--- src/hw/rtl/assert_macros.svh ---
// assertion macros shared by the rtl
// no dependencies
`ifndef ASSERT_MACROS_SVH
`define ASSERT_MACROS_SVH

// same-cycle implication, disabled while in reset
`define ASSERT_IMPLIES(label, clk, rst, a, b) \
  label: assert property (@(posedge clk) disable iff (rst) (a) |-> (b)) \
    else $error("implication check failed");

// next-cycle implication, disabled while in reset
`define ASSERT_NEXT(label, clk, rst, a, b) \
  label: assert property (@(posedge clk) disable iff (rst) (a) |=> (b)) \
    else $error("next-cycle check failed");

`endif

--- src/hw/rtl/jbpc_pkg.sv ---
// constants, codes and types for the jitter buffer playout controller
// no dependencies
package jbpc_pkg;

  localparam int unsigned SAMPLE_RATE    = 16000;
  localparam int unsigned FRAME_SAMPLES  = 320;
  // sample rate is taken to be a whole number of samples per millisecond
  localparam int unsigned SAMPLES_PER_MS = SAMPLE_RATE / 1000;

  localparam int unsigned MAX_MS       = 300;
  localparam int unsigned SILENCE_MS   = 400;
  localparam int unsigned TARGET_LOW   = 40;
  localparam int unsigned TARGET_HIGH  = 300;
  localparam int unsigned TARGET_RESET = 60;
  localparam int unsigned CONCEAL_CAP  = 8;

  localparam int unsigned TARGET_W  = 9;
  localparam int unsigned PREFILL_W = $clog2(TARGET_HIGH * SAMPLES_PER_MS + 1);
  localparam int unsigned MAX_W     = PREFILL_W + 1;
  localparam int unsigned MAX_FLOOR = MAX_MS * SAMPLES_PER_MS;
  localparam int unsigned TRIM_PROD_W = $clog2(4095 * SAMPLES_PER_MS + 1);
  localparam int unsigned WANT_W    = (TRIM_PROD_W > 16) ? TRIM_PROD_W : 16;

  localparam logic [2:0] ACT_PUSH  = 3'd0;
  localparam logic [2:0] ACT_TICK  = 3'd1;
  localparam logic [2:0] ACT_EOS   = 3'd2;
  localparam logic [2:0] ACT_FLUSH = 3'd3;
  localparam logic [2:0] ACT_TRIM  = 3'd4;

  localparam logic [1:0] MODE_IDLE    = 2'd0;
  localparam logic [1:0] MODE_PREFILL = 2'd1;
  localparam logic [1:0] MODE_PLAYING = 2'd2;

  typedef struct packed {
    logic [2:0]  action;
    logic [31:0] now_ms;
    logic [15:0] fill_level;
    logic [10:0] packet_samples;
    logic [3:0]  concealed_frames;
    logic [12:0] refused_samples;
    logic [11:0] trim_ms;
  } item_t;

  typedef struct packed {
    logic [1:0]  mode;
    logic [31:0] last_audio_time;
    logic        audio_seen;
    logic [31:0] dropped_count;
    logic [31:0] underrun_count;
    logic [31:0] frame_count;
    logic [31:0] conceal_count;
  } state_t;

  typedef struct packed {
    logic [15:0] drop_request;
    logic        flush_request;
  } request_t;

endpackage

--- src/hw/rtl/jbpc_step.sv ---
// next-state and request logic for one request of the playout controller
// depends on jbpc_pkg
module jbpc_step (
  input  jbpc_pkg::item_t                  item,
  input  jbpc_pkg::state_t                 state,
  input  logic [jbpc_pkg::PREFILL_W-1:0]   prefill,
  input  logic [jbpc_pkg::MAX_W-1:0]       maximum,
  output jbpc_pkg::state_t                 state_next,
  output jbpc_pkg::request_t               req
);
  import jbpc_pkg::*;

  logic              silent;
  logic [3:0]        conc_add;
  logic [WANT_W-1:0] want;
  logic [15:0]       want_capped;
  logic [31:0]       since_audio;

  assign since_audio = item.now_ms - state.last_audio_time;
  assign silent      = state.audio_seen && (since_audio > 32'(SILENCE_MS));
  assign conc_add    = (item.concealed_frames > 4'(CONCEAL_CAP)) ? 4'(CONCEAL_CAP)
                                                                 : item.concealed_frames;
  assign want        = WANT_W'(item.trim_ms) * WANT_W'(SAMPLES_PER_MS);
  assign want_capped = (want > WANT_W'(item.fill_level)) ? item.fill_level : want[15:0];

  always_comb begin
    state_next = state;
    req        = '0;
    case (item.action)
      ACT_PUSH: begin
        state_next.conceal_count = state.conceal_count + 32'(conc_add);
        state_next.dropped_count = state.dropped_count + 32'(item.refused_samples);
        if (item.packet_samples != '0) begin
          state_next.frame_count     = state.frame_count + 32'd1;
          state_next.last_audio_time = item.now_ms;
          state_next.audio_seen      = 1'b1;
          if (state.mode == MODE_IDLE) begin
            state_next.mode = MODE_PREFILL;
          end
        end
      end
      ACT_TICK: begin
        if (state.mode == MODE_PREFILL) begin
          if ((32'(item.fill_level) >= 32'(prefill)) || silent) begin
            state_next.mode = MODE_PLAYING;
          end
        end else if (state.mode == MODE_PLAYING) begin
          if (item.fill_level == '0) begin
            if (!state.audio_seen || silent) begin
              state_next.mode = MODE_IDLE;
            end else begin
              state_next.mode           = MODE_PREFILL;
              state_next.underrun_count = state.underrun_count + 32'd1;
            end
          end else if (32'(item.fill_level) > 32'(maximum)) begin
            req.drop_request         = 16'(FRAME_SAMPLES);
            state_next.dropped_count = state.dropped_count + 32'(FRAME_SAMPLES);
          end
        end
      end
      ACT_EOS: begin
        state_next.audio_seen      = 1'b0;
        state_next.last_audio_time = '0;
        if (state.mode == MODE_PREFILL) begin
          state_next.mode = MODE_PLAYING;
        end
      end
      ACT_FLUSH: begin
        req.flush_request          = 1'b1;
        state_next.mode            = MODE_IDLE;
        state_next.audio_seen      = 1'b0;
        state_next.last_audio_time = '0;
      end
      ACT_TRIM: begin
        // capped at what the ring holds
        req.drop_request         = want_capped;
        state_next.dropped_count = state.dropped_count + 32'(want_capped);
      end
      default: begin
        state_next = state;
      end
    endcase
  end

endmodule

--- src/hw/rtl/jitter_buffer_playout_control.sv ---
// playout controller for a voice jitter buffer: idle, prefill and playing
// a request accepted into the input register is stepped into the result register
// throughput: one request per cycle, stalls only when the result register is held
// reset (rst, synchronous) returns to idle, zeroes the counters, target 60 ms
// depends on jbpc_pkg, jbpc_step and assert_macros.svh
`include "assert_macros.svh"

module jitter_buffer_playout_control (
  input  logic        clk,
  input  logic        rst,
  input  logic        cfg_write,
  input  logic [8:0]  cfg_data,
  input  logic        in_valid,
  output logic        in_stall,
  input  logic [2:0]  action,
  input  logic [31:0] now_ms,
  input  logic [15:0] fill_level,
  input  logic [10:0] packet_samples,
  input  logic [3:0]  concealed_frames,
  input  logic [12:0] refused_samples,
  input  logic [11:0] trim_ms,
  output logic        out_valid,
  input  logic        out_stall,
  output logic        gate_open,
  output logic [1:0]  play_state,
  output logic [15:0] drop_request,
  output logic        flush_request,
  output logic [31:0] dropped_total,
  output logic [31:0] underrun_total,
  output logic [31:0] frame_total,
  output logic [31:0] concealed_total
);
  import jbpc_pkg::*;

  logic [TARGET_W-1:0]  target_clamped;
  logic [PREFILL_W-1:0] prefill;
  logic [PREFILL_W-1:0] prefill_next;
  logic [MAX_W-1:0]     maximum;
  logic [MAX_W-1:0]     maximum_next;
  logic [MAX_W-1:0]     twice;

  logic     item_valid;
  item_t    item;
  state_t   state;
  state_t   state_next;
  request_t req;
  logic     advance;

  // target is clamped on write; only the thresholds in samples derived from it are kept
  assign target_clamped = (cfg_data < 9'(TARGET_LOW))  ? 9'(TARGET_LOW)  :
                          (cfg_data > 9'(TARGET_HIGH)) ? 9'(TARGET_HIGH) : cfg_data;
  assign prefill_next   = PREFILL_W'(target_clamped * PREFILL_W'(SAMPLES_PER_MS));
  assign twice          = MAX_W'(prefill_next) << 1;
  assign maximum_next   = (twice > MAX_W'(MAX_FLOOR)) ? twice : MAX_W'(MAX_FLOOR);

  always_ff @(posedge clk) begin
    if (rst) begin
      prefill <= PREFILL_W'(TARGET_RESET * SAMPLES_PER_MS);
      maximum <= (2 * TARGET_RESET > MAX_MS) ? MAX_W'(2 * TARGET_RESET * SAMPLES_PER_MS)
                                             : MAX_W'(MAX_FLOOR);
    end else if (cfg_write) begin
      prefill <= prefill_next;
      maximum <= maximum_next;
    end
  end

  // input register feeds the step logic; result register parts the two sides
  assign advance  = !out_valid || !out_stall;
  assign in_stall = item_valid && !advance;

  always_ff @(posedge clk) begin
    if (rst) begin
      item_valid <= 1'b0;
    end else if (!in_stall) begin
      item_valid <= in_valid;
    end
  end

  always_ff @(posedge clk) begin
    if (in_valid && !in_stall) begin
      item <= '{action:           action,
                now_ms:           now_ms,
                fill_level:       fill_level,
                packet_samples:   packet_samples,
                concealed_frames: concealed_frames,
                refused_samples:  refused_samples,
                trim_ms:          trim_ms};
    end
  end

  jbpc_step u_step (
    .item       (item),
    .state      (state),
    .prefill    (prefill),
    .maximum    (maximum),
    .state_next (state_next),
    .req        (req)
  );

  always_ff @(posedge clk) begin
    if (rst) begin
      state     <= '{mode: MODE_IDLE, default: '0};
      out_valid <= 1'b0;
    end else if (advance) begin
      out_valid <= item_valid;
      if (item_valid) begin
        state <= state_next;
      end
    end
  end

  always_ff @(posedge clk) begin
    if (advance && item_valid) begin
      drop_request  <= req.drop_request;
      flush_request <= req.flush_request;
    end
  end

  // the counters and mode in state are what was just stepped
  assign gate_open       = (state.mode == MODE_PLAYING);
  assign play_state      = state.mode;
  assign dropped_total   = state.dropped_count;
  assign underrun_total  = state.underrun_count;
  assign frame_total     = state.frame_count;
  assign concealed_total = state.conceal_count;

  `ASSERT_NEXT(a_item_reaches_output, clk, rst, item_valid && advance, out_valid)
  `ASSERT_IMPLIES(a_flush_goes_idle, clk, rst, out_valid && flush_request,
                  play_state == MODE_IDLE && drop_request == 16'd0)
  `ASSERT_IMPLIES(a_underrun_steps_by_one, clk, rst,
                  !$past(rst) && state.underrun_count != $past(state.underrun_count),
                  state.underrun_count == $past(state.underrun_count) + 32'd1
                  && state.mode == MODE_PREFILL)
  `ASSERT_IMPLIES(a_held_state_while_stalled, clk, rst,
                  !$past(rst) && $past(out_valid && out_stall), $stable(state))

endmodule
--- config.mk ---
export PLATFORM = sky130hd
export DESIGN_NAME = jitter_buffer_playout_control
export DESIGN_NICKNAME = d
export VERILOG_FILES = /design/src/hw/rtl/jbpc_pkg.sv /design/src/hw/rtl/jbpc_step.sv /design/src/hw/rtl/jitter_buffer_playout_control.sv
export VERILOG_INCLUDE_DIRS = /design/src /design/src/hw/rtl
export SDC_FILE = /design/constraint.sdc
export NUM_CORES = 1
export LEC_CHECK = 0
export ABC_AREA = 1
export BUFFER_PORTS_ARGS = -buffer_cell sky130_fd_sc_hd__buf_4
export CAP_MARGIN = 10
export CORE_MARGIN = 2
export CORE_UTILIZATION = 41
export DETAILED_ROUTE_END_ITERATION = 16
export GPL_TIMING_DRIVEN = 0
export PLACE_DENSITY = 0.58
export SLEW_MARGIN = 10
export SYNTH_ARGS = -nofsm -noshare
export SYNTH_HDL_FRONTEND = slang
export SYNTH_SLANG_ARGS = --single-unit
export TNS_END_PERCENT = 10
--- constraint.sdc ---
create_clock -name clk -period 5.4 [get_ports clk]
set_input_delay 0.54 -clock clk [delete_from_list [all_inputs] [get_ports clk]]
set_output_delay 0.54 -clock clk [all_outputs]
set_load 0.02 [all_outputs]
### Word-level counts from Yosys, hierarchy flattened

Cells that the tools add are included.

| word-level totals | value |
|---|---|
| register bits after elaboration | 296 |
| input port bits | 105 |
| output and inout port bits | 150 |
| word-level logic and storage cells | 107 |

| operators by class | value |
|---|---|
| $add $sub $neg | 7 |
| order comparisons | 8 |
| equality and inequality tests | 16 |
| muxes and demuxes | 28 |
| bitwise logic cells | 2 |
| reductions and logical operators | 26 |

Operators by type and width:

| cell | number |
|---|---|
| 2-to-1 mux 32 bit | 4 |
| 2-to-1 mux 64 bit | 2 |
| case mux 32 bit (3 select lines) | 1 |
| case mux 33 bit (2 select lines) | 1 |
| adder 32 x 1 -> 32 bit (second input constant) | 2 |
| 2-to-1 mux 16 bit | 3 |
| 2-to-1 mux 9 bit | 4 |
| 2-to-1 mux 35 bit | 1 |
| adder 32 x 13 -> 32 bit | 1 |
| adder 32 x 16 -> 32 bit | 1 |
| adder 32 x 4 -> 32 bit | 1 |
| adder 32 x 9 -> 32 bit (second input constant) | 1 |
| greater-than comparator 32 x 9 -> 1 bit (second input constant) | 1 |
| case mux 16 bit (2 select lines) | 1 |
| subtractor 32 bit | 1 |
| >= comparator 16 x 13 -> 1 bit | 1 |
| greater-than comparator 16 x 14 -> 1 bit | 1 |
| greater-than comparator 16 bit | 1 |
| logical NOT 16 bit | 1 |
| greater-than comparator 14 x 13 -> 1 bit (second input constant) | 1 |
| 2-to-1 mux 14 bit | 1 |
| AND reduction 7 bit | 2 |
| 2-to-1 mux 2 bit | 6 |
| nonzero test 11 bit | 1 |
| other kinds (29) | 47 |

### Depth between registers and ports, before layout

Gate-level depths: netlist of run 1.

| logic depth | value |
|---|---|
| word-level depth | 9 |
| depth in mapped cells | 26 |
| mapped depth without buffers | 26 |

### Hierarchy

Synthesis of run 1 repeated with hierarchy kept, for this count alone.

| unflattened totals | value |
|---|---|
| cells, all modules | 2803 |
| area, all modules | 19621.3 sq um |

Modules (own cells, without submodules):

| module | instances | cells an instance | area an instance (sq um) | sequential area each (sq um) |
|---|---|---|---|---|
| jitter_buffer_playout_control | 1 | 1074 | 10656.5 | 6906.6 |
| jbpc_step | 1 | 1729 | 8964.8 | 0.0 |

### Worst setup path before layout of run 1

Ideal clock, no wire load.

| timing path | value |
|---|---|
| path kind | reg2reg |
| start | reg, netlist name item[53] |
| end | reg, netlist name dropped_total[24] |
| setup time | 0.119 ns |
| data arrival time | 3.889 ns |
| required time | 5.281 ns |
| path slack | 1.392 ns |
| stages on the path, launching flop included | 24 |
| path buffers | 1 |
| period minus slack after synthesis | 4.008 ns |
| cell sequence | edfxtp_1 -> inv_1 -> ha_1 -> nand4_1 -> nor2_1 -> and3_1 -> a211o_1 -> nand2_1 -> clkinv_1 -> clkbuf_1 -> o21ai_0 -> o21ai_0 -> ha_1 -> nand2_1 -> nor3_1 -> a21oi_1 -> o21ai_0 -> inv_1 -> o21ai_0 -> nand2_1 -> o21ai_0 -> a21oi_1 -> a211oi_1 -> nor2_1 |

| on the way | value |
|---|---|
| word-level cells in the longest chain between the ends | 4 |
| elaborated cells on any way between the ends | 9 |
| classes of those cells | add/sub: 1; order compare: 2; eq/ne: 2; mux: 2; reduce/logical: 2 |

RTL lines:

| item | RTL line | source |
|---|---|---|
| greater-than comparator 16 bit | jbpc_step.sv:24 | `assign want_capped = (want > WANT_W'(item.fill_level)) ? item.fill_level : want[15:0];` |
| 2-to-1 mux 16 bit | jbpc_step.sv:24 |  |
| adder 32 x 16 -> 32 bit | jbpc_step.sv:77 | `state_next.dropped_count = state.dropped_count + 32'(want_capped);` |
| case mux 32 bit (3 select lines) | jbpc_step.sv:29 | `case (item.action)` |

Several ways; a longest one is shown, not always the timed one.
A chain may end at the register's enable or synchronous reset.

### Worst setup path in the final report of run 1

| timing path | value |
|---|---|
| start | reg, netlist name item[53] |
| end | reg, netlist name dropped_total[23] |

| on the way | value |
|---|---|
| word-level cells in the longest chain between the ends | 4 |
| elaborated cells on any way between the ends | 9 |
| classes of those cells | add/sub: 1; order compare: 2; eq/ne: 2; mux: 2; reduce/logical: 2 |

RTL lines:

| item | RTL line |
|---|---|
| greater-than comparator 16 bit | jbpc_step.sv:24 |
| 2-to-1 mux 16 bit | jbpc_step.sv:24 |
| adder 32 x 16 -> 32 bit | jbpc_step.sv:77 |
| case mux 32 bit (3 select lines) | jbpc_step.sv:29 |

Several ways; a longest one is shown, not always the timed one.

==> run metrics, run 1 <==
status completed; CTS sink count 291; FF-to-FF End dropped_total[23]$_SDFFE_PP0P_; TritonCTS clock tree done; Std-Cell Core Area 44200 um2; Die Span X 216 um; fin. max-slew vios 0; first-pass GRT wire length around 90000 um; FF-to-FF Start item[53]$_DFFE_PP_; end-of-flow core utilization around half; area leader, netlist dfxtp_1; Worst slew margin 23.1%; clock power share approximately 44%; critical path, cell by cell inv_1 -> ha_1 -> nand4_1 -> nor2_1 -> and3_1 -> a211o_1 -> nand2_1 -> clkinvlp_4 -> clkbuf_1 -> o21ai_0 -> o21ai_0 -> ha_1 -> clkbuf_1 -> nand2_1 -> nor2_1 -> a21oi_1 -> nand2_1 -> a21oi_1 -> or2_2 -> xor2_1 -> a21oi_1 -> nor2_1; count of final setup violators 0; unrepaired setup endpoints after global routing false; I/O pin count 255; sequential power share 42.9%; wire per inst ~16 um; Synth Warn # 0; vias in the first global route 16900; synthesis-to-layout area growth 21.2%; Synth top area share 19.9%; CTS HTree Levels 2; PortBufs 254; GRT Total Usage 24.3%; fill cell count 4453; Final Cycle Share 90.7%; final setup TNS 0 ns; max cap viols 0; clock skew 0.0220 ns; Seq/Total Area, Yosys 37.6%; num rows 77; worst skew pair latency 0.57 ns; gpl congestion 0.950; DRC Markers 0; Fmax 204 MHz; min-delay src now_ms[26]; post-DP HPWL roughly 45000 um; Worst Slack Setup Final 0.500 ns; Reg clk slew, reported paths 0.06 ns; synthesized net count 2798; Startpoint Class register; final hold viol count 0; Switch Pwr 0.00150 W; R2R setup slack 0.50 ns; pwr dens 252 nW/um2; slowest cell on the critical path edfxtp_1; logic gate share of total power 12.7%; hold path depth 1; maximum vdd drop roughly 250 uV; Vias per Instance 5.00; Nets 3092; Net Sw Frac 26.8%; DRT Pass-1 Iters 5; die area roughly 47000 um2; worst-path fanout max 10; Worst Hold Endpoint item[82]$_DFFE_PP_; initial core utilization roughly two fifths; Yosys reg bits 291; Overflow after GRT 0; Die H ~220 um; pre-CTS setup slack -0.0168 ns; Worst EP arrival 5.29 ns; initial antenna violation count 0; via count 17600; syn_area_per_cell 7.05 um2; number of DRC markers in iteration 0 between 1000 and 1500; hold-fix buffer count after cts 0; total CTS buffers 37; Crit Path Class register to register; Req. time, crit path 5.79 ns; Gate Count Post-Synth 2606; FF-to-FF path depth 22; largest net degree at the start of global routing 67; Synth area leaders dfxtp_1, edfxtp_1, nand2_1; CP endpoint kind register; CP peak stage delay around 0.46 ns; Final ANT Viol Nets 0; fraction of layout cells with a size suffix above 1 17.0%; Synth cell types around 50; crit path time final ~5 ns; Internal Power slightly above 0.004 W; Worst Hold Class input port to register; clock buffer depth 3; Slew @ Worst Pin about 1.2 ns; leak pwr 9.90 nW; Power Total ~0.0056 W; cell area after synthesis 18400 um2; total wire length 57300 um; # diodes 0; clock root cell clkbuf_16
[cell type report]
type / count / area, um2 / share of cell area (%)
plain buffers: 184 / 1220 / 5.46
clock buffers: 48 / 987 / 4.43
clock inverters: 18 / 216 / 0.972
inverters: 379 / 1430 / 6.42
multi-input cells: 1752 / 8840 / 39.7
flip-flops and latches: 291 / 6910 / 31.0
well taps: 592 / 741 / 3.33
repair buffers: 255 / 1930 / 8.69
[per-stage QoR]
stage | cells | instance area [um2] | hold WS, ns
CTS | 3519 | 22300 | 0.116
floorplan | 2606 | 18400 | 0.436
detailed placement | 3453 | 21100 | 0.457
global route | 3519 | 22300 | 0.131
finish | 3519 | 22300 | 0.147
global placement | 3452 | 21000 | 0.451
[Yosys cell counts (all sizes together)]
library cell / instances
nand2: 644
inv: 376
nor2: 272
a21oi: 218
dfxtp: 183
buf: 145
nand3: 141
o21ai: 117
edfxtp: 108
ha: 84
nor3: 68
nand4: 58
clkbuf: 39
xor2: 33
nor4: 17
xnor2: 11
a31oi: 10
nand3b: 8
nor3b: 8
o211ai: 8
o21a: 8
o21bai: 8
and2: 5
and3: 5
or2: 5
a211oi: 4
a21o: 4
a22oi: 3
clkinv: 3
fa: 3
o22ai: 3
a221oi: 2
a211o: 1
a31o: 1
o2111ai: 1
o31ai: 1
o32ai: 1
[cells by family (layout without fill, tap and decap cells)]
logic type	after synthesis	count (layout)	share of synthesized area [%]
flip-flops	291	291	37.6
XOR/XNOR	44	44	2.10
adder cells (fa/ha/maj)	87	87	6.05
AND/OR/NAND/NOR	1231	1231	28.5
AO/OA/AOI/OAI	390	390	11.4
buffers and inverters	563	884	14.4
[worst max path at each step]
stage	slack (ns)	cells after the start	to	start
detailed placement	-0.02	23	dropped_total[24]$_SDFFE_PP0P_	item[53]$_DFFE_PP_
finish	0.50	22	dropped_total[23]$_SDFFE_PP0P_	item[53]$_DFFE_PP_
floorplan	1.39	23	dropped_total[24]$_SDFFE_PP0P_	item[53]$_DFFE_PP_
CTS	0.11	23	dropped_total[18]$_SDFFE_PP0P_	item[53]$_DFFE_PP_
global route	0.05	24	dropped_total[30]$_SDFFE_PP0P_	item[53]$_DFFE_PP_
global placement	-0.01	23	dropped_total[24]$_SDFFE_PP0P_	item[53]$_DFFE_PP_
[routing by layer]
metal  GRT usage [%]  part of all wire (%)  up-vias
li1                -                     -     8967
met3            4.76                   6.4      110
met2            40.8                    46      487
met5               0                     0        -
met4            8.90                   3.4        0
met1            31.0                    44     8035
[cells in the final DEF, fill, tap and decap left out, types with 10 or more instances in the layout]
cell type and instances:
nand3_1 139, a21oi_1 214, buf_4 384, o21ai_0 110
inv_1 360, nand2_1 641, nor2_2 13, dfxtp_1 183
nand4_1 58, nor2_1 258, nor3_1 64, edfxtp_1 108
xor2_1 33, clkbuf_1 48, a31oi_1 10, nor4_1 17
xnor2_1 11, clkbuf_16 37, ha_1 84, inv_2 15
[repair_timing]
item | 4_1_cts | 5_1_grt
pin swaps | 0 | 0
setup endpoints to repair | 1 | 9
setup buffers | 0 | 0
resized for setup | 1 | 7
[registers in the layout (all words and copies together) (netlist names)]
signal	flops
concealed_total	32
drop_request	16
dropped_total	32
flush_request	1
frame_total	32
item	91
item_valid	1
maximum	9
out_valid	1
play_state	2
prefill	9
state	33
underrun_total	32
[critical path, delay by kind of cell, from the launching register on]
family	cells	cell delay, ns
simple gates	9	1.43
compound gates	6	1.20
buf+inv	4	0.91
fa+ha+maj	2	0.56
flops	1	0.46
xor+xnor	1	0.16
[power groups by stage]
stage	Clock [W]	Sequential [W]	Combinational (W)
2_1_floorplan	0	0.00244	0.000450
3_3_place_gp	0	0.00245	0.000695
3_5_place_dp	0	0.00245	0.000708
4_1_cts	0.00255	0.00240	0.000712
5_1_grt	0.00263	0.00241	0.000806
6_report	0.00249	0.00240	0.000711
No activity file was read; power rests on OpenSTA's default activity.
==> inputs of run 2 (changes only) <==
--- a/config.mk
+++ b/config.mk
@@ -9,7 +9,6 @@
 export ABC_AREA = 1
 export BUFFER_PORTS_ARGS = -buffer_cell sky130_fd_sc_hd__buf_4
 export CAP_MARGIN = 10
-export CORE_MARGIN = 2
 export CORE_UTILIZATION = 41
 export DETAILED_ROUTE_END_ITERATION = 16
 export GPL_TIMING_DRIVEN = 0
==> run metrics, run 2 (same netlist as run 1, synthesis figures left out) <==
R2R setup slack 0.36 ns (-0.14 ns); CP endpoint kind register; Largest register FFs 91 (unchanged); Crit Path Class register to register; total CTS buffers 36 (-2.7%); worst skew pair latency 0.56 ns (about the same); final hold viol count 0 (unchanged); crit path time final 5.04 ns (+0.139 ns); register area 6910 um2 (unchanged); max cap viols 0 (unchanged); fill cell count 4403 (-1.1%); fraction of layout cells with a size suffix above 1 17.2% (+0.10 points); vias in the first global route 16500 (-2.1%); Fmax 198 MHz (-2.8%); pwr dens 248 nW/um2 (-1.3%); hold path depth 1 (unchanged); status completed; first-pass GRT wire length 87100 um (-3.2%); post-route cell area 22300 um2 (about the same); Die Span X 214 um (-0.93%); end-of-flow core utilization 50.3% (about the same); FF-to-FF Start item[53]$_DFFE_PP_; Final Cycle Share 93.3% (+2.6 points); maximum vdd drop 219 uV (-13%); crit path to dropped_total[30]$_SDFFE_PP0P_; Die H 214 um (-0.93%); Reg clk slew, reported paths 0.06 ns (about the same); clock skew 0.0231 ns (+0.00111 ns); PortBufs 254 (unchanged); initial antenna violation count 0 (unchanged); Post-CTS Setup Bufs 0 (unchanged); # diodes 0 (unchanged); Final ANT Viol Nets 0 (unchanged); synthesis-to-layout area growth 21.1% (about the same); hold-fix buffer count after cts 0 (unchanged); Vias per Instance 4.99 (-0.26%); DRT Pass-1 Iters 5 (unchanged); gpl congestion 0.936 (-1.5%); number of DRC markers in iteration 0 1137 (-1.1%); Slew @ Worst Pin 1.04 ns (-0.112 ns); multi-input logic area 8840 um2 (unchanged); clock buffer depth 3 (unchanged); num rows 77 (unchanged); Nets 3091 (-0.032%); post-DP HPWL 44300 um (-1.2%); Critical Path Start item[53]$_DFFE_PP_; CTS HTree Levels 2 (unchanged); largest register by flop count item; commonest non-fill, non-tap cell in the layout nand2_1; initial core utilization 41.6% (unchanged); Worst EP arrival 5.53 ns (+0.24 ns); DRC Markers 0 (unchanged); Largest regs item (91), state (33); unrepaired setup endpoints after global routing false; FF-to-FF End dropped_total[30]$_SDFFE_PP0P_; wire per inst 16.0 um (-1.6%); clock root cell clkbuf_16; most frequent cells in the layout nand2_1, buf_4, inv_1, nor2_1, a21oi_1; total wire length 56300 um (-1.6%); Startpoint Class register; count of final setup violators 0 (unchanged); via count 17600 (-0.26%); die area 45700 um2 (-1.8%); Overflow after GRT 0 (unchanged); Worst slew margin 30.5% (+7.4 points); Power Total 0.00552 W (-1.4%); leak pwr 9.88 nW (-0.19%); Worst Hold Class input port to register; FF-to-FF path depth 24 (+9.1%); GRT Total Usage 24.7% (+0.35 points); CTS sink count 291 (unchanged); worst-path fanout max 10 (unchanged); TritonCTS clock tree done; Std-Cell Core Area 44200 um2 (unchanged); fin. max-slew vios 0 (unchanged); I/O pin count 255 (unchanged); Req. time, crit path 5.89 ns (+0.10 ns); Placed Area 21100 um2 (unchanged); largest net degree at the start of global routing 59 (-12%)
[run 2: timing repair]
| item | CTS | global route |
|---|---|---|
| resized for setup | 1 | 6 |
| endpoints found under the hold margin | 0 | 0 |
| setup endpoints to repair | 3 | 9 |
[run 2: routing by layer]
metal | up-vias | GRT usage, % | part of all wire (%)
met3 | 104 | 5.13 | 6.3
li1 | 8941 | - | -
met4 | 0 | 10.3 | 3.8
met5 | - | 0 | 0
met2 | 489 | 40.6 | 46
met1 | 8020 | 31.4 | 44
[run 2: worst min path at each step]
| stage | startpoint | to | slack [ns] |
|---|---|---|---|
| global route | action[1] | item[89]$_DFFE_PP_ | 0.13 |
| finish | refused_samples[6] | item[18]$_DFFE_PP_ | 0.15 |
| detailed placement | state[131]$_SDFFE_PP0P_ | state[131]$_SDFFE_PP0P_ | 0.46 |
| CTS | refused_samples[4] | item[16]$_DFFE_PP_ | 0.13 |
| floorplan | maximum[12]$_SDFFE_PP1P_ | maximum[12]$_SDFFE_PP1P_ | 0.44 |
| global placement | state[158]$_SDFFE_PP0P_ | state[158]$_SDFFE_PP0P_ | 0.45 |
[run 2: stage by stage]
stage	hold WS (ns)	TNS [ns]	setup slack (ns)	cells
CTS	0.125	0	0.0815	3519
global placement	0.452	-0.0129	-0.0129	3452
finish	0.153	0	0.361	3519
detailed placement	0.456	-0.134	-0.121	3453
floorplan	0.436	0	1.39	2606
global route	0.130	0	0.0163	3519
[run 2: layout make-up]
| cell class | count | share of cell area, % |
|---|---|---|
| multi-input cells | 1752 | 39.7 |
| clock inverters | 18 | 0.618 |
| repair buffers | 255 | 8.69 |
| plain buffers | 184 | 5.46 |
| inverters | 379 | 6.42 |
| well taps | 592 | 3.33 |
| flip-flops and latches | 291 | 31.0 |
| clock buffers | 48 | 4.71 |
[run 2: critical path, stage by stage, from the launching register on]
cell and delay [ns]:
edfxtp_1 0.49, inv_1 0.15, ha_1 0.25, nand4_1 0.13, nor2_1 0.06, and3_1 0.15, a211o_1 0.25, nand2_1 0.25
clkinvlp_4 0.26, clkbuf_1 0.28, o21ai_1 0.28, o21ai_0 0.22, ha_1 0.40, nand2_1 0.08, nor3_1 0.15, a21oi_1 0.17
o21ai_1 0.31, a21oi_2 0.14, o21ai_0 0.30, nand2_1 0.10, nand2_1 0.17, nand3_1 0.10, nand2_1 0.08, nand3_1 0.06
a21oi_1 0.13
[run 2: power breakdown]
group	internal, W	switching [W]	total (W)
sequential	0.00235	0.0000482	0.00240
combinational	0.000256	0.000454	0.000710
clock	0.00142	0.000993	0.00241
